===== src/hw/rtl/carp_pkg.sv =====
// Shared types, constants and chord tables for the chord arpeggiator.
package carp_pkg;

  // Field and register widths
  localparam int ROOT_W     = 7;
  localparam int NOTE_W     = 8;
  localparam int LEN_W      = 20;
  localparam int OCT_W      = 3;
  localparam int CHORD_W    = 3;
  localparam int CFG_IDX_W  = 3;
  localparam int CFG_DATA_W = 20;

  // Default configuration of the top level
  localparam int DEF_PATTERN_DEPTH = 32;
  localparam int DEF_MAX_OCTAVES   = 4;
  localparam int DEF_COUNT_WIDTH   = 20;

  // Register reset values
  localparam logic [LEN_W-1:0] STEP_LEN_RESET = 20'd24000;
  localparam logic [LEN_W-1:0] GATE_LEN_RESET = 20'd12000;
  localparam logic [OCT_W-1:0] OCT_RESET      = 3'd1;

  // Random step generator
  localparam int               LFSR_W     = 16;
  localparam logic [LFSR_W-1:0] LFSR_SEED = 16'hACE1;
  localparam logic [LFSR_W-1:0] LFSR_TAPS = 16'hB400;
  localparam int               DIV_BITS   = 4;                  // dividend bits per cycle
  localparam int               DIV_STEPS  = LFSR_W / DIV_BITS;
  localparam int               DIV_CNT_W  = $clog2(DIV_STEPS);
  localparam int               MAX_DRAWS  = 8;
  localparam int               DRAW_CNT_W = $clog2(MAX_DRAWS + 1);

  // Configuration register indexes
  typedef enum logic [CFG_IDX_W-1:0] {
    REG_ENABLE,
    REG_LATCH,
    REG_PLAY_MODE,
    REG_CHORD,
    REG_OCTAVES,
    REG_STEP_LEN,
    REG_GATE_LEN
  } carp_reg_t;

  typedef enum logic [1:0] {
    MODE_UP,
    MODE_DOWN,
    MODE_UPDOWN,
    MODE_RANDOM
  } carp_mode_t;

  typedef enum logic [CHORD_W-1:0] {
    CHORD_NOTE,
    CHORD_MAJOR,
    CHORD_MINOR,
    CHORD_MAJ7,
    CHORD_MIN7,
    CHORD_SUS2,
    CHORD_SUS4
  } carp_chord_t;

  // Channel payloads
  typedef struct packed {
    logic [ROOT_W-1:0] root_note;
    logic              pitch_valid;
    logic              gate;
  } carp_sample_t;

  typedef struct packed {
    logic              retrigger;
    logic              note_valid;
    logic [NOTE_W-1:0] note;
  } carp_result_t;

  // Controller to datapath
  typedef struct packed {
    logic load_in;
    logic eval;
    logic build_init;
    logic build_step;
    logic step;
    logic draw_start;
    logic div_step;
    logic draw_check;
    logic read;
    logic emit;
  } carp_cmd_t;

  // Datapath to controller
  typedef struct packed {
    logic enable;
    logic active;
    logic dirty;
    logic pat_empty;
    logic build_last;
    logic adv_need;
    logic rand_draw;
    logic div_last;
    logic draw_again;
    logic out_free;
  } carp_stat_t;

  // Number of notes in one octave of a chord
  function automatic logic [2:0] chord_size(input logic [CHORD_W-1:0] c);
    logic [2:0] sz;
    unique case (c) inside
      CHORD_NOTE:            sz = 3'd1;
      CHORD_MAJ7, CHORD_MIN7: sz = 3'd4;
      default:               sz = 3'd3;
    endcase
    return sz;
  endfunction

  // Semitone offset of chord note i
  function automatic logic [3:0] chord_step(input logic [CHORD_W-1:0] c,
                                            input logic [1:0] i);
    logic [3:0] st;
    st = 4'd0;
    unique case (i)
      2'd0: st = 4'd0;
      2'd1: begin
        unique case (c) inside
          CHORD_MAJOR, CHORD_MAJ7: st = 4'd4;
          CHORD_MINOR, CHORD_MIN7: st = 4'd3;
          CHORD_SUS2:              st = 4'd2;
          CHORD_SUS4:              st = 4'd5;
          default:                 st = 4'd0;
        endcase
      end
      2'd2: st = 4'd7;
      default: begin
        unique case (c) inside
          CHORD_MAJ7: st = 4'd11;
          CHORD_MIN7: st = 4'd10;
          default:    st = 4'd0;
        endcase
      end
    endcase
    return st;
  endfunction

endpackage


===== src/hw/rtl/chord_arpeggiator_step.sv =====
// Top level of the chord arpeggiator: controller, datapath and checks.
//
// Usage: one request per audio sample on the sample channel (root_note,
// pitch_valid, gate); one result per request on the result channel
// (retrigger, note_valid, note). Registers are written on the cfg channel
// (index, data) while no request is in flight; cfg_ready is high only then.
// Path from sample acceptance to result_valid when the pattern is current
// and no random step is drawn: capture, evaluate, count, pattern RAM read,
// output load; capture, evaluate, output load when disabled or inactive.
// A pattern rebuild adds a setup step and one write per pattern note, up to
// PATTERN_DEPTH notes, through the single RAM write port. In random mode each
// draw adds an LFSR step, 4-bit remainder steps and a compare; at most 8 draws.
// One request is in work at a time; the next is accepted once the current
// result sits in the output register.
// Reset: registers take their defaults, play state clears, the LFSR is
// seeded; pattern RAM contents are not cleared and are always rebuilt
// before they are read.
// Stall: a result waits in the output register until result_ready; a
// finished request then waits before loading it, and sample_ready stays low.
module chord_arpeggiator_step #(
  parameter int PATTERN_DEPTH = carp_pkg::DEF_PATTERN_DEPTH,
  parameter int MAX_OCTAVES   = carp_pkg::DEF_MAX_OCTAVES,
  parameter int COUNT_WIDTH   = carp_pkg::DEF_COUNT_WIDTH
) (
  input  logic                            clk,
  input  logic                            rst,
  input  logic                            sample_valid,
  output logic                            sample_ready,
  input  carp_pkg::carp_sample_t          sample,
  output logic                            result_valid,
  input  logic                            result_ready,
  output carp_pkg::carp_result_t          result,
  input  logic                            cfg_valid,
  output logic                            cfg_ready,
  input  logic [carp_pkg::CFG_IDX_W-1:0]  cfg_index,
  input  logic [carp_pkg::CFG_DATA_W-1:0] cfg_data
);

  carp_pkg::carp_cmd_t  cmd;
  carp_pkg::carp_stat_t stat;
  logic                 idle;

  assign sample_ready = idle;
  assign cfg_ready    = idle;

  carp_ctrl u_ctrl (
    .clk          (clk),
    .rst          (rst),
    .sample_valid (sample_valid),
    .stat         (stat),
    .cmd          (cmd),
    .idle         (idle)
  );

  carp_dp #(
    .PATTERN_DEPTH (PATTERN_DEPTH),
    .MAX_OCTAVES   (MAX_OCTAVES),
    .COUNT_WIDTH   (COUNT_WIDTH)
  ) u_dp (
    .clk          (clk),
    .rst          (rst),
    .cmd          (cmd),
    .stat         (stat),
    .sample       (sample),
    .cfg_we       (cfg_valid && cfg_ready),
    .cfg_index    (cfg_index),
    .cfg_data     (cfg_data),
    .result_valid (result_valid),
    .result_ready (result_ready),
    .result       (result)
  );

  // At most one datapath command per cycle
  a_one_cmd: assert property (@(posedge clk) disable iff (rst) $onehot0(cmd))
    else $error("more than one datapath command in a cycle");

  // A request in work blocks the next one
  a_busy: assert property (@(posedge clk) disable iff (rst)
    sample_valid && sample_ready |=> !sample_ready)
    else $error("sample accepted while a request is in work");

  // Silent results carry a zero note
  a_note_zero: assert property (@(posedge clk) disable iff (rst)
    result_valid && !result.note_valid |-> result.note == '0)
    else $error("note not zero while note_valid is low");

  // An output load always shows a result next cycle
  a_emit: assert property (@(posedge clk) disable iff (rst)
    cmd.emit |=> result_valid)
    else $error("result load did not raise result_valid");

endmodule


===== src/hw/rtl/carp_ram.sv =====
// Generic single-write, single-read RAM with registered read data.
module carp_ram #(
  parameter int WIDTH = 8,
  parameter int DEPTH = 32
) (
  input  logic                     clk,
  input  logic                     we,
  input  logic [$clog2(DEPTH)-1:0] waddr,
  input  logic [WIDTH-1:0]         wdata,
  input  logic                     re,
  input  logic [$clog2(DEPTH)-1:0] raddr,
  output logic [WIDTH-1:0]         rdata
);

  logic [WIDTH-1:0] mem [DEPTH];

  always_ff @(posedge clk) begin
    if (we) begin
      mem[waddr] <= wdata;
    end
    if (re) begin
      rdata <= mem[raddr];
    end
  end

endmodule


===== src/hw/rtl/carp_ctrl.sv =====
// Sequencing state machine for the chord arpeggiator.
module carp_ctrl (
  input  logic                clk,
  input  logic                rst,
  input  logic                sample_valid,
  input  carp_pkg::carp_stat_t stat,
  output carp_pkg::carp_cmd_t  cmd,
  output logic                idle
);

  typedef enum logic [3:0] {
    S_IDLE,
    S_EVAL,
    S_BUILD_INIT,
    S_BUILD,
    S_STEP,
    S_DRAW_LFSR,
    S_DRAW_DIV,
    S_DRAW_CHECK,
    S_READ,
    S_EMIT
  } state_t;

  state_t state;
  state_t state_next;

  assign idle = (state == S_IDLE);

  // Next state and command decode
  always_comb begin
    cmd        = '0;
    state_next = state;
    unique case (state)
      S_IDLE: begin
        if (sample_valid) begin
          cmd.load_in = 1'b1;
          state_next  = S_EVAL;
        end
      end
      S_EVAL: begin
        cmd.eval = 1'b1;
        if (!stat.enable || !stat.active) begin
          state_next = S_EMIT;
        end else if (stat.dirty) begin
          state_next = S_BUILD_INIT;
        end else begin
          state_next = S_STEP;
        end
      end
      S_BUILD_INIT: begin
        cmd.build_init = 1'b1;
        state_next     = S_BUILD;
      end
      S_BUILD: begin
        cmd.build_step = 1'b1;
        if (stat.build_last) begin
          state_next = S_STEP;
        end
      end
      S_STEP: begin
        if (stat.pat_empty) begin
          state_next = S_EMIT;
        end else begin
          cmd.step   = 1'b1;
          state_next = (stat.adv_need && stat.rand_draw) ? S_DRAW_LFSR : S_READ;
        end
      end
      S_DRAW_LFSR: begin
        cmd.draw_start = 1'b1;
        state_next     = S_DRAW_DIV;
      end
      S_DRAW_DIV: begin
        cmd.div_step = 1'b1;
        if (stat.div_last) begin
          state_next = S_DRAW_CHECK;
        end
      end
      S_DRAW_CHECK: begin
        cmd.draw_check = 1'b1;
        state_next     = stat.draw_again ? S_DRAW_LFSR : S_READ;
      end
      S_READ: begin
        cmd.read   = 1'b1;
        state_next = S_EMIT;
      end
      S_EMIT: begin
        if (stat.out_free) begin
          cmd.emit   = 1'b1;
          state_next = S_IDLE;
        end
      end
      default: state_next = S_IDLE;
    endcase
  end

  // State register
  always_ff @(posedge clk) begin
    if (rst) begin
      state <= S_IDLE;
    end else begin
      state <= state_next;
    end
  end

endmodule


===== src/hw/rtl/carp_dp.sv =====
// Datapath: registers, play state, pattern builder, step counter, random draw.
module carp_dp #(
  parameter int PATTERN_DEPTH = carp_pkg::DEF_PATTERN_DEPTH,
  parameter int MAX_OCTAVES   = carp_pkg::DEF_MAX_OCTAVES,
  parameter int COUNT_WIDTH   = carp_pkg::DEF_COUNT_WIDTH
) (
  input  logic                                clk,
  input  logic                                rst,
  input  carp_pkg::carp_cmd_t                 cmd,
  output carp_pkg::carp_stat_t                stat,
  input  carp_pkg::carp_sample_t              sample,
  input  logic                                cfg_we,
  input  logic [carp_pkg::CFG_IDX_W-1:0]      cfg_index,
  input  logic [carp_pkg::CFG_DATA_W-1:0]     cfg_data,
  output logic                                result_valid,
  input  logic                                result_ready,
  output carp_pkg::carp_result_t              result
);

  localparam int PW = $clog2(PATTERN_DEPTH);
  localparam int LW = $clog2(PATTERN_DEPTH + 1);
  localparam int CW = (COUNT_WIDTH > carp_pkg::LEN_W) ? COUNT_WIDTH : carp_pkg::LEN_W;
  localparam int NW = carp_pkg::OCT_W + 3;

  // Configuration registers
  logic                          enable;
  logic                          latch_en;
  carp_pkg::carp_mode_t          play_mode;
  logic [carp_pkg::CHORD_W-1:0]  chord_type;
  logic [carp_pkg::OCT_W-1:0]    octave_count;
  logic [carp_pkg::LEN_W-1:0]    step_length;
  logic [carp_pkg::LEN_W-1:0]    gate_length;

  // Play state
  logic                          active_flag;
  logic                          latched_flag;
  logic                          root_valid;
  logic [carp_pkg::ROOT_W-1:0]   root_held;
  logic                          pattern_dirty;
  logic [LW-1:0]                 pattern_length;
  logic [PW-1:0]                 step_position;
  logic [COUNT_WIDTH-1:0]        sample_count;
  logic                          step_begun;
  logic [carp_pkg::LFSR_W-1:0]   lfsr;

  // Pattern builder
  logic [carp_pkg::OCT_W-1:0]    bld_o;
  logic [1:0]                    bld_i;
  logic                          bld_down;
  logic                          bld_pend;
  logic [NW-1:0]                 bld_remain;
  logic [LW-1:0]                 bld_len;

  // Random draw
  logic [carp_pkg::DRAW_CNT_W-1:0] draw_cnt;
  logic [LW-1:0]                   div_rem;
  logic [carp_pkg::LFSR_W-1:0]     div_dvd;
  logic [carp_pkg::DIV_CNT_W-1:0]  div_cnt;

  // Captured request and result flags
  carp_pkg::carp_sample_t        smp;
  logic                          res_retrig;
  logic                          res_nv;
  logic [carp_pkg::NOTE_W-1:0]   ram_rdata;

  // Combinational helpers
  logic                          root_change;
  logic                          rv_new;
  logic                          latched_new;
  logic                          active_new;
  logic [2:0]                    chord_sz;
  logic [1:0]                    last_i;
  logic [NW-1:0]                 note_count;
  logic [8:0]                    note_sum;
  logic [carp_pkg::NOTE_W-1:0]   bld_note;
  logic [LW-1:0]                 bld_len_inc;
  logic [carp_pkg::OCT_W-1:0]    up_o;
  logic [1:0]                    up_i;
  logic [carp_pkg::OCT_W-1:0]    dn_o;
  logic [1:0]                    dn_i;
  logic [carp_pkg::LEN_W-1:0]    len_eff;
  logic [COUNT_WIDTH-1:0]        cnt_inc;
  logic                          cnt_wrap;
  logic [COUNT_WIDTH-1:0]        cnt_sub;
  logic [LW-1:0]                 pos_ext;
  logic [LW-1:0]                 pos_inc;
  logic [carp_pkg::LFSR_W-1:0]   lfsr_next;
  logic [LW:0]                   div_rs;
  logic [LW-1:0]                 div_r;
  logic [LW-1:0]                 div_rem_next;
  logic [carp_pkg::CHORD_W-1:0]  cfg_chord;
  logic [carp_pkg::OCT_W-1:0]    cfg_oct;

  // Root and activity for the request under evaluation
  assign root_change = smp.pitch_valid && (!root_valid || (smp.root_note != root_held));
  assign rv_new      = root_valid | smp.pitch_valid;
  assign latched_new = latched_flag | (smp.pitch_valid & latch_en);
  assign active_new  = (smp.gate & rv_new) | (latch_en & latched_new & rv_new);

  // Chord note for the builder position
  assign chord_sz    = carp_pkg::chord_size(chord_type);
  assign last_i      = 2'(chord_sz - 3'd1);
  assign note_count  = NW'(octave_count) * NW'(chord_sz);
  assign note_sum    = 9'(root_held) + 9'(carp_pkg::chord_step(chord_type, bld_i))
                     + 9'({bld_o, 3'b000}) + 9'({bld_o, 2'b00});
  assign bld_note    = note_sum[carp_pkg::NOTE_W-1:0];
  assign bld_len_inc = bld_len + LW'(1);

  // Builder walks the ascending chord list in either direction
  always_comb begin
    if (bld_i == last_i) begin
      up_i = 2'd0;
      up_o = bld_o + carp_pkg::OCT_W'(1);
    end else begin
      up_i = bld_i + 2'd1;
      up_o = bld_o;
    end
    if (bld_i == 2'd0) begin
      dn_i = last_i;
      dn_o = bld_o - carp_pkg::OCT_W'(1);
    end else begin
      dn_i = bld_i - 2'd1;
      dn_o = bld_o;
    end
  end

  // Step timing
  assign len_eff  = (step_length == '0) ? carp_pkg::LEN_W'(1) : step_length;
  assign cnt_inc  = sample_count + COUNT_WIDTH'(1);
  assign cnt_wrap = CW'(cnt_inc) >= CW'(len_eff);
  assign cnt_sub  = COUNT_WIDTH'(CW'(cnt_inc) - CW'(len_eff));
  assign pos_ext  = LW'(step_position);
  assign pos_inc  = pos_ext + LW'(1);

  // Galois LFSR
  assign lfsr_next = {1'b0, lfsr[carp_pkg::LFSR_W-1:1]}
                   ^ (lfsr[0] ? carp_pkg::LFSR_TAPS : '0);

  // Restoring remainder, DIV_BITS dividend bits per cycle
  always_comb begin
    div_r  = div_rem;
    div_rs = '0;
    for (int k = 0; k < carp_pkg::DIV_BITS; k++) begin
      div_rs = {div_r, div_dvd[carp_pkg::LFSR_W-1-k]};
      if (div_rs >= {1'b0, pattern_length}) begin
        div_rs = div_rs - {1'b0, pattern_length};
      end
      div_r = div_rs[LW-1:0];
    end
    div_rem_next = div_r;
  end

  // Clamped register writes
  assign cfg_chord = (cfg_data[carp_pkg::CHORD_W-1:0] > carp_pkg::CHORD_SUS4)
                   ? carp_pkg::CHORD_SUS4 : cfg_data[carp_pkg::CHORD_W-1:0];
  always_comb begin
    cfg_oct = cfg_data[carp_pkg::OCT_W-1:0];
    if (cfg_oct == '0) begin
      cfg_oct = carp_pkg::OCT_W'(1);
    end else if (int'(cfg_oct) > MAX_OCTAVES) begin
      cfg_oct = carp_pkg::OCT_W'(MAX_OCTAVES);
    end
  end

  // Status to the controller
  always_comb begin
    stat            = '0;
    stat.enable     = enable;
    stat.active     = active_new;
    stat.dirty      = pattern_dirty | root_change;
    stat.pat_empty  = (pattern_length == '0);
    stat.build_last = ((bld_remain == NW'(1)) && !bld_pend)
                    || (bld_len_inc == LW'(PATTERN_DEPTH));
    stat.adv_need   = step_begun && cnt_wrap;
    stat.rand_draw  = (play_mode == carp_pkg::MODE_RANDOM) && (pattern_length != LW'(1));
    stat.div_last   = (div_cnt == carp_pkg::DIV_CNT_W'(carp_pkg::DIV_STEPS - 1));
    stat.draw_again = (div_rem == pos_ext)
                    && (draw_cnt < carp_pkg::DRAW_CNT_W'(carp_pkg::MAX_DRAWS));
    stat.out_free   = !result_valid || result_ready;
  end

  // Pattern store
  carp_ram #(
    .WIDTH (carp_pkg::NOTE_W),
    .DEPTH (PATTERN_DEPTH)
  ) u_pattern (
    .clk   (clk),
    .we    (cmd.build_step),
    .waddr (bld_len[PW-1:0]),
    .wdata (bld_note),
    .re    (cmd.read),
    .raddr (step_position),
    .rdata (ram_rdata)
  );

  // Control and play state
  always_ff @(posedge clk) begin
    if (rst) begin
      enable         <= 1'b0;
      latch_en       <= 1'b0;
      play_mode      <= carp_pkg::MODE_UP;
      chord_type     <= carp_pkg::CHORD_NOTE;
      octave_count   <= carp_pkg::OCT_RESET;
      step_length    <= carp_pkg::STEP_LEN_RESET;
      gate_length    <= carp_pkg::GATE_LEN_RESET;
      active_flag    <= 1'b0;
      latched_flag   <= 1'b0;
      root_valid     <= 1'b0;
      root_held      <= '0;
      pattern_dirty  <= 1'b1;
      pattern_length <= '0;
      step_position  <= '0;
      sample_count   <= '0;
      step_begun     <= 1'b0;
      lfsr           <= carp_pkg::LFSR_SEED;
      bld_o          <= '0;
      bld_i          <= '0;
      bld_down       <= 1'b0;
      bld_pend       <= 1'b0;
      bld_remain     <= '0;
      bld_len        <= '0;
      draw_cnt       <= '0;
      div_rem        <= '0;
      div_cnt        <= '0;
      res_retrig     <= 1'b0;
      res_nv         <= 1'b0;
      result_valid   <= 1'b0;
    end else begin
      // Register writes
      if (cfg_we) begin
        unique case (cfg_index)
          carp_pkg::REG_ENABLE: enable <= cfg_data[0];
          carp_pkg::REG_LATCH: begin
            latch_en <= cfg_data[0];
            if (!cfg_data[0]) begin
              latched_flag <= 1'b0;
            end
          end
          carp_pkg::REG_PLAY_MODE: begin
            if (cfg_data[1:0] != play_mode) begin
              play_mode     <= carp_pkg::carp_mode_t'(cfg_data[1:0]);
              pattern_dirty <= 1'b1;
            end
          end
          carp_pkg::REG_CHORD: begin
            if (cfg_chord != chord_type) begin
              chord_type    <= cfg_chord;
              pattern_dirty <= 1'b1;
            end
          end
          carp_pkg::REG_OCTAVES: begin
            if (cfg_oct != octave_count) begin
              octave_count  <= cfg_oct;
              pattern_dirty <= 1'b1;
            end
          end
          carp_pkg::REG_STEP_LEN: step_length <= cfg_data[carp_pkg::LEN_W-1:0];
          carp_pkg::REG_GATE_LEN: gate_length <= cfg_data[carp_pkg::LEN_W-1:0];
          default: ;
        endcase
      end

      // Root tracking, latch and activity
      if (cmd.eval) begin
        res_retrig <= 1'b0;
        res_nv     <= 1'b0;
        if (!enable) begin
          if (active_flag) begin
            active_flag    <= 1'b0;
            latched_flag   <= 1'b0;
            root_valid     <= 1'b0;
            root_held      <= '0;
            pattern_dirty  <= 1'b1;
            pattern_length <= '0;
            step_position  <= '0;
            sample_count   <= '0;
            step_begun     <= 1'b0;
          end
        end else begin
          if (root_change) begin
            root_valid    <= 1'b1;
            root_held     <= smp.root_note;
            pattern_dirty <= 1'b1;
            step_position <= '0;
            sample_count  <= '0;
            step_begun    <= 1'b0;
          end
          latched_flag <= latched_new;
          active_flag  <= active_new;
          if (!active_new) begin
            sample_count <= '0;
            step_begun   <= 1'b0;
          end
        end
      end

      // Pattern rebuild setup
      if (cmd.build_init) begin
        bld_len    <= '0;
        bld_remain <= note_count;
        if (play_mode == carp_pkg::MODE_DOWN) begin
          bld_o    <= octave_count - carp_pkg::OCT_W'(1);
          bld_i    <= last_i;
          bld_down <= 1'b1;
          bld_pend <= 1'b0;
        end else begin
          bld_o    <= '0;
          bld_i    <= '0;
          bld_down <= 1'b0;
          bld_pend <= (play_mode == carp_pkg::MODE_UPDOWN) && (note_count > NW'(2));
        end
      end

      // One pattern note per cycle
      if (cmd.build_step) begin
        bld_len <= bld_len_inc;
        if (stat.build_last) begin
          pattern_length <= bld_len_inc;
          pattern_dirty  <= 1'b0;
          if (pos_ext >= bld_len_inc) begin
            step_position <= '0;
          end
        end else if (bld_remain == NW'(1)) begin
          // Turn around for the descending half, skipping the top note
          bld_pend   <= 1'b0;
          bld_down   <= 1'b1;
          bld_remain <= note_count - NW'(2);
          bld_o      <= dn_o;
          bld_i      <= dn_i;
        end else begin
          bld_remain <= bld_remain - NW'(1);
          bld_o      <= bld_down ? dn_o : up_o;
          bld_i      <= bld_down ? dn_i : up_i;
        end
      end

      // Sample counter and ordered advance
      if (cmd.step) begin
        draw_cnt <= '0;
        if (!step_begun) begin
          step_begun   <= 1'b1;
          sample_count <= '0;
          res_retrig   <= 1'b1;
        end else if (cnt_wrap) begin
          sample_count <= cnt_sub;
          res_retrig   <= 1'b1;
          if (play_mode != carp_pkg::MODE_RANDOM) begin
            step_position <= (pos_inc == pattern_length) ? '0 : PW'(pos_inc);
          end else if (pattern_length == LW'(1)) begin
            step_position <= '0;
          end
        end else begin
          sample_count <= cnt_inc;
        end
      end

      // Random draw
      if (cmd.draw_start) begin
        lfsr     <= lfsr_next;
        draw_cnt <= draw_cnt + carp_pkg::DRAW_CNT_W'(1);
        div_rem  <= '0;
        div_cnt  <= '0;
      end
      if (cmd.div_step) begin
        div_rem <= div_rem_next;
        div_cnt <= div_cnt + carp_pkg::DIV_CNT_W'(1);
      end
      if (cmd.draw_check && !stat.draw_again) begin
        step_position <= PW'(div_rem);
      end

      // Gate window
      if (cmd.read) begin
        res_nv <= (CW'(sample_count) < CW'(gate_length)) && (pos_ext < pattern_length);
      end

      // Output register
      if (cmd.emit) begin
        result_valid <= 1'b1;
      end else if (result_ready) begin
        result_valid <= 1'b0;
      end
    end
  end

  // Payload registers
  always_ff @(posedge clk) begin
    if (cmd.load_in) begin
      smp <= sample;
    end
    if (cmd.draw_start) begin
      div_dvd <= lfsr_next;
    end else if (cmd.div_step) begin
      div_dvd <= div_dvd << carp_pkg::DIV_BITS;
    end
    if (cmd.emit) begin
      result.retrigger  <= res_retrig;
      result.note_valid <= res_nv;
      result.note       <= res_nv ? ram_rdata : '0;
    end
  end

endmodule

===== config.mk =====
export PLATFORM = sky130hd
export DESIGN_NAME = chord_arpeggiator_step
export DESIGN_NICKNAME = d
export VERILOG_FILES = /design/src/hw/rtl/carp_pkg.sv /design/src/hw/rtl/chord_arpeggiator_step.sv /design/src/hw/rtl/carp_ram.sv /design/src/hw/rtl/carp_ctrl.sv /design/src/hw/rtl/carp_dp.sv
export SDC_FILE = /design/constraint.sdc
export NUM_CORES = 1
export LEC_CHECK = 0
export BUFFER_PORTS_ARGS = -buffer_cell sky130_fd_sc_hd__buf_2
export CAP_MARGIN = 25
export CORE_AREA = 2 2 215 428
export CTS_CLUSTER_SIZE = 12
export DETAILED_ROUTE_END_ITERATION = 6
export DIE_AREA = 0 0 217 430
export GPL_TIMING_DRIVEN = 1
export MAX_ROUTING_LAYER = met4
export SLEW_MARGIN = 20
export SYNTH_ARGS = -nofsm -noshare
export SYNTH_HDL_FRONTEND = slang
export SYNTH_SLANG_ARGS = --single-unit

===== constraint.sdc =====
create_clock -name clk -period 15.1 [get_ports clk]
set_clock_uncertainty 0.2 [all_clocks]
set_input_delay 1.51 -clock clk [delete_from_list [all_inputs] [get_ports clk]]
set_output_delay 1.51 -clock clk [all_outputs]
set_load 0.1 [all_outputs]

**After elaboration in Yosys (flattened, before gate mapping)**

Memories as Yosys holds them, arrays and structs flattened. A register that Yosys moved wholly into a read port is not among the register bits.
Cells that the tools add are included.

- Register bits: 182
- Memory bits (writable): 256
- Input bits: 37
- Output and inout port bits: 13
- Word-level logic and storage cells: 319
- Memories kept: 1

Memory list:

| memory | words | width | read ports | clocked after Yosys merged registers in | write ports | line | text |
|---|---|---|---|---|---|---|---|
| u_dp.u_pattern.mem | 32 | 8 | 1 | 1 | 1 | carp_ram.sv:15 | `logic [WIDTH-1:0] mem [DEPTH];` |

- Add/sub/neg operators: 21
- Multipliers: 1
- Magnitude comparators: 12
- Equal/unequal tests: 46
- Muxes and demuxes: 144
- Bitwise operators: 9
- Reduce and logical (&&, ||, !) cells: 48

Operators with widths:

| operator | count |
|---|---|
| 20-bit two-way mux | 9 |
| 6-bit two-way mux | 17 |
| 5-bit two-way mux | 14 |
| 1-bit two-way mux | 60 |
| 16-bit two-way mux | 3 |
| 4-bit two-way mux | 10 |
| 4-bit case mux with 10 select lines | 1 |
| 3-bit two-way mux | 12 |
| 7-bit by 6-bit >= comparator with 1-bit output | 4 |
| 6-bit subtractor | 4 |
| 7-bit two-way mux | 3 |
| 20-bit by 1-bit adder with 20-bit output (second input constant) | 1 |
| 20-bit >= comparator | 1 |
| 20-bit logical NOT | 1 |
| 20-bit less-than comparator | 1 |
| 2-bit two-way mux | 10 |
| 20-bit subtractor | 1 |
| 3-bit equality test (second input constant) | 6 |
| 4-bit by 3-bit equality test with 1-bit output (second input constant) | 4 |
| 15-bit by 16-bit XOR with 16-bit output | 1 |
| 3-bit AND reduction | 5 |
| 2-bit nonzero test | 7 |
| 3-bit by 2-bit equality test with 1-bit output (second input constant) | 4 |
| 6-bit by 1-bit equality test with 1-bit output (second input constant) | 2 |
| 53 further kinds | 100 |

**Longest topological paths before layout**

- Depth after elaboration: 15
- Mapped depth: 34
- Gate-level depth less buffers: 34

**Modules after synthesis**

Synthesis repeated with hierarchy kept, for this count alone.

- Cell total of the unflattened synthesis: 1,859
- Area, all modules: 22,286.4 um^2

Modules (own cells, without submodules):

| module | times used | cells each | area an instance (um^2) | seq. area each (um^2) |
|---|---|---|---|---|
| carp_dp | 1 | 1,375 | 11,671.2 | 3,913.8 |
| carp_ram | 1 | 417 | 10,133.5 | 7,927.6 |
| carp_ctrl | 1 | 65 | 467.9 | 80.1 |
| chord_arpeggiator_step | 1 | 2 | 13.8 | 0.0 |

**Worst setup path before layout**

No wires, ideal clock.

- Path type: reg-to-reg
- Start point: reg u_dp.pattern_length[1]
- End point: reg u_dp.div_rem[1]
- Library setup time: 0.117 ns
- Arrival time: 7.060 ns
- Required time: 14.783 ns
- Path slack: 7.724 ns
- Cell stages (with the launch flop): 32
- Buffers on the path: 0
- Clock period less this slack: 7.376 ns
- Path through: dfxtp_1 -> inv_1 -> ha_1 -> nor2b_4 -> o31a_4 -> o311a_4 -> nor2_2 -> o21ai_0 -> ha_1 -> a21oi_1 -> and2b_2 -> o31ai_2 -> o211ai_4 -> o21ai_0 -> inv_1 -> ha_1 -> nand2b_1 -> a21oi_1 -> a211oi_1 -> o221ai_1 -> a2111oi_4 -> or2_4 -> mux2i_1 -> ha_1 -> inv_1 -> o21ai_0 -> a311oi_1 -> o21ai_0 -> a21oi_1 -> o211ai_4 -> mux2i_1 -> a22o_1

- Cells in the longest elaborated chain, start to end: 9
- Elaborated cells on any way between the ends: 13
- Those cells by class: add/sub: 4; order compare: 4; mux: 5

RTL lines:

| item | line | text |
|---|---|---|
| start, declared | carp_dp.sv:40 | `logic [LW-1:0] pattern_length;` |
| start signal, assigned | carp_dp.sv:318 | `pattern_length <= bld_len_inc;` |
| 6-bit subtractor or 7-bit by 6-bit >= comparator with 1-bit output (tied branches) | carp_dp.sv:146, carp_dp.sv:145 |  |
| 6-bit two-way mux | carp_dp.sv:145 | `if (div_rs >= {1'b0, pattern_length}) begin` |
| 6-bit subtractor or 7-bit by 6-bit >= comparator with 1-bit output (tied branches) | carp_dp.sv:146, carp_dp.sv:145 |  |
| 6-bit two-way mux | carp_dp.sv:145 |  |
| 7-bit by 6-bit >= comparator with 1-bit output or 6-bit subtractor (tied branches) | carp_dp.sv:145, carp_dp.sv:146 |  |
| 6-bit two-way mux | carp_dp.sv:145 |  |
| 6-bit subtractor or 7-bit by 6-bit >= comparator with 1-bit output (tied branches) | carp_dp.sv:146, carp_dp.sv:145 |  |
| 6-bit two-way mux (*) | carp_dp.sv:145 |  |
| 6-bit two-way mux (*) | carp_dp.sv:364 | `if (cmd.div_step) begin` |
| end signal, assigned | carp_dp.sv:365 | `div_rem <= div_rem_next;` |
| end, declared | carp_dp.sv:56 | `logic [LW-1:0] div_rem;` |

Every way passes the cells marked *; elsewhere a longest branch is shown, timed or not.
A chain may end at the register's enable or synchronous reset.

**Worst setup path after layout**

Same ends and word-level chain as after synthesis.

==> flow_metrics.env <==
export IMPL_status="finished clean"
export IMPL_placed_cell_area_sq_um=23900
export IMPL_rsz0062_at_grt="no"
export IMPL_cp_top_family="compound AO/OA/AOI/OAI gates"
export IMPL_clkLatencyLatePin_ns=0.60
export IMPL_netlist_area_sq_um=22300
export IMPL_clk_path_buf_depth=3
export IMPL_htreeDepth=2
export IMPL_holdBufCountCts=0
export IMPL_route_detailed_drc=0
export IMPL_std_cell_rows=156
export IMPL_wire_per_inst_um=19.0
export IMPL_die_area_sq_um=93300
export IMPL_crit_slowest_cell="dfxtp_1"
export IMPL_synth_top_cell_area_share_pct=40.2
export IMPL_leakage_uw=0.00899
export IMPL_area_growth_syn_to_layout_pct=13.4
export IMPL_syn_avg_cell_area_sq_um=11.6
export IMPL_grt_use_total_pct=13.2
export IMPL_start_util_pct=24.8
export IMPL_hold_path_startpoint="u_dp.gate_length[2]"
export IMPL_worstPathRequired_ns=15.37
export IMPL_postCtsSetupRepairBufs=0
export IMPL_vias_per_cell=4.73
export IMPL_timing_final_ws_setup_ns=6.53
export IMPL_crit_top_cell="a21oi_1"
export IMPL_yosys_top_cells_area="edfxtp_1, dfxtp_1, mux4_2, ha_1, nand2_1"
export IMPL_power_density_nw_per_um2=96.0
export IMPL_synth_common_cells="edfxtp_1, nand2_1, nor2_1"
export IMPL_holdWs_ns=0.251
export IMPL_pin_count=50
export IMPL_r2r_end="u_dp.div_rem[1]"
export IMPL_ys_ff_latch=446
export IMPL_synth_cells=1923
export IMPL_first_iter_violations=869
export IMPL_cp_depth=33
export IMPL_nets=2116
export IMPL_grt_overflow=0
export IMPL_slew_headroom_pct=33.5
export IMPL_synth_edf_count=299
export IMPL_drive_above_1_share_pct=13.0
export IMPL_slowest_delay_ns=0.58
export IMPL_cts_buffers=45
export IMPL_tns_ns=0
export IMPL_multi_input_area_sq_um=9760
export IMPL_crit_buf_inv=4
export IMPL_maxCapViolCount=0
export IMPL_wirelength_um=60100
export IMPL_grt_pass1_vias=15375
export IMPL_final_area_sq_um=25300
export IMPL_finalCritPeriodShare_pct=56.7
export IMPL_vdd_drop_max_v=0.0000945
export IMPL_yosysSeqAreaShare_pct=53.4
export IMPL_yosysTopAreaCell="edfxtp_1"
export IMPL_syn_nets=2082
export IMPL_critPathMaxFanout=9
export IMPL_fmax_ghz=0.117
export IMPL_ant_nets=0
export IMPL_critical_path_arrival_ns=8.84
export IMPL_cp_startpoint="u_dp.pattern_length[1]"
export IMPL_yosys_warnings=0
export IMPL_cts_tree="yes"
export IMPL_synthArstFlopShare_pct=0
export IMPL_critPathCaptureType="flip-flop"
export IMPL_fp_dieH_um=430
export IMPL_grt_pass1_wl_um=91300
export IMPL_portBuffers=49
export IMPL_r2r_start="u_dp.pattern_length[1]"
export IMPL_synthFlopType="edfxtp_1"
export IMPL_dp_hpwl_um=43800
export IMPL_synth_distinct_cells=81
export IMPL_dp_slack_ns=6.46
export IMPL_vias=14983
export IMPL_synth_most_common_cell="edfxtp_1"
export IMPL_min_period_ns=8.57
export IMPL_tightest_slew_ns=0.998
export IMPL_reg2regPathDepth=33
export IMPL_setup_viol_count_final=0
export IMPL_clk_pin_slew_ns=0.06
export IMPL_drv_slew=0
export IMPL_num_fill_cells=9341
export IMPL_crit_end="u_dp.div_rem[1]"
export IMPL_detail_route_first_pass_iterations=5
export IMPL_antenna_found_initial=2
export IMPL_cts_sinks=446
export IMPL_start_kind="flip-flop"
export IMPL_grt_max_degree=59
export IMPL_clockRootBuffer="clkbuf_16"
export IMPL_core_sq_um=90200
export IMPL_hp_class="reg2reg"
export IMPL_place_congestion=0.921
export IMPL_critPathKind="reg2reg"
export IMPL_cts_resized=0
export IMPL_regArea_sq_um=11900
export IMPL_hold_viol_final=0
export IMPL_regToRegSetupSlack_ns=6.53
export IMPL_die_width_um=217
[per-stage QoR]
step | cells | total power [uW] | utilization, %
5_1_grt | 3170 | 2500 | 28.1
6_report | 3170 | 2430 | 28.1
2_1_floorplan | 1923 | 1380 | -
3_3_place_gp | 3092 | 1400 | 26.5
4_1_cts | 3166 | 2460 | 28.0
3_5_place_dp | 3093 | 1400 | 26.5
[cells by family (layout without fill, tap and decap cells)]
| group | count (synthesis) | after routing | share of synthesized area, % |
|---|---|---|---|
| AO/OA/AOI/OAI | 354 | 354 | 10.2 |
| XOR/XNOR | 89 | 89 | 3.49 |
| adder cells (fa/ha/maj) | 122 | 122 | 7.24 |
| buffers and inverters | 181 | 241 | 3.13 |
| flip-flops | 446 | 446 | 53.4 |
| multiplexers | 120 | 120 | 9.94 |
| other | 0 | 2 | 0 |
| AND/OR/NAND/NOR | 611 | 611 | 12.6 |
[cells in the final DEF, fill, tap and decap left out, types with 24 or more instances in the layout]
cell type / count
xnor2_1: 52
mux2i_1: 27
buf_2: 48
a21oi_1: 135
nand2_1: 210
inv_1: 96
ha_1: 109
nand3_1: 46
o21ai_0: 62
edfxtp_1: 299
mux4_2: 80
dfxtp_1: 145
nor3_1: 24
nor2_1: 193
xor2_1: 33
clkbuf_16: 45
[layout make-up]
cell class,instances,share of cell area (%)
repair buffers,70,1.73
inverters,98,1.45
well taps,1185,5.86
diodes,2,0.0198
multi-input cells,1296,38.6
clock inverters,9,0.504
flip-flops and latches,446,47.1
clock buffers,64,4.77
[worst min-delay path by stage]
stage | end | slack, ns | cells after the start
2_1_floorplan | u_dp.result[9] | 0.21 | 0
3_3_place_gp | u_dp.gate_length[2] | 0.24 | 2
3_5_place_dp | u_dp.gate_length[18] | 0.24 | 2
4_1_cts | u_dp.gate_length[18] | 0.25 | 2
5_1_grt | u_dp.gate_length[12] | 0.27 | 2
6_report | u_dp.gate_length[2] | 0.25 | 2
[per-layer routing]
metal	up-vias	wire length (um)	global-route usage [%]
li1	7108	-	-
met1	7405	21300	12.9
met3	125	1970	1.10
met5	-	0	-
met4	0	2980	6.58
met2	345	33800	25.5
[worst register-to-register path: cells and delay by family (launching register included)]
family | cells | cell delay (ns)
compound gates | 20 | 5.32
fa+ha+maj | 4 | 1.28
buf+inv | 4 | 0.53
flops | 1 | 0.58
mux | 1 | 0.16
simple gates | 4 | 0.42
[where the power goes]
group | leakage [uW] | internal [uW] | total, uW | switching, uW
clock | 0.000643 | 577 | 1060 | 478
combinational | 0.00435 | 18.9 | 72.6 | 53.7
sequential | 0.00399 | 1300 | 1300 | 6.82
total | 0.00899 | 1890 | 2430 | 539
[state kept, by name (all words and copies together), names as in the netlist, 2 cells and up]
register / flops
u_dp.sample_count: 20
u_dp.div_rem: 6
u_dp.gate_length: 20
u_dp.bld_i: 2
u_dp.bld_remain: 6
u_dp.chord_type: 3
u_dp.u_pattern.mem: 256
u_dp.u_pattern.rdata: 8
u_dp.div_dvd: 16
u_dp.octave_count: 3
u_dp.smp: 9
u_dp.bld_o: 3
u_dp.play_mode: 2
u_dp.step_position: 5
u_dp.div_cnt: 2
u_dp.step_length: 20
u_dp.bld_len: 6
u_dp.result: 10
u_dp.pattern_length: 6
u_dp.lfsr: 16
u_ctrl.state: 4
u_dp.draw_cnt: 4
u_dp.root_held: 7
Note: power is estimated with default switching activity, not from simulation.
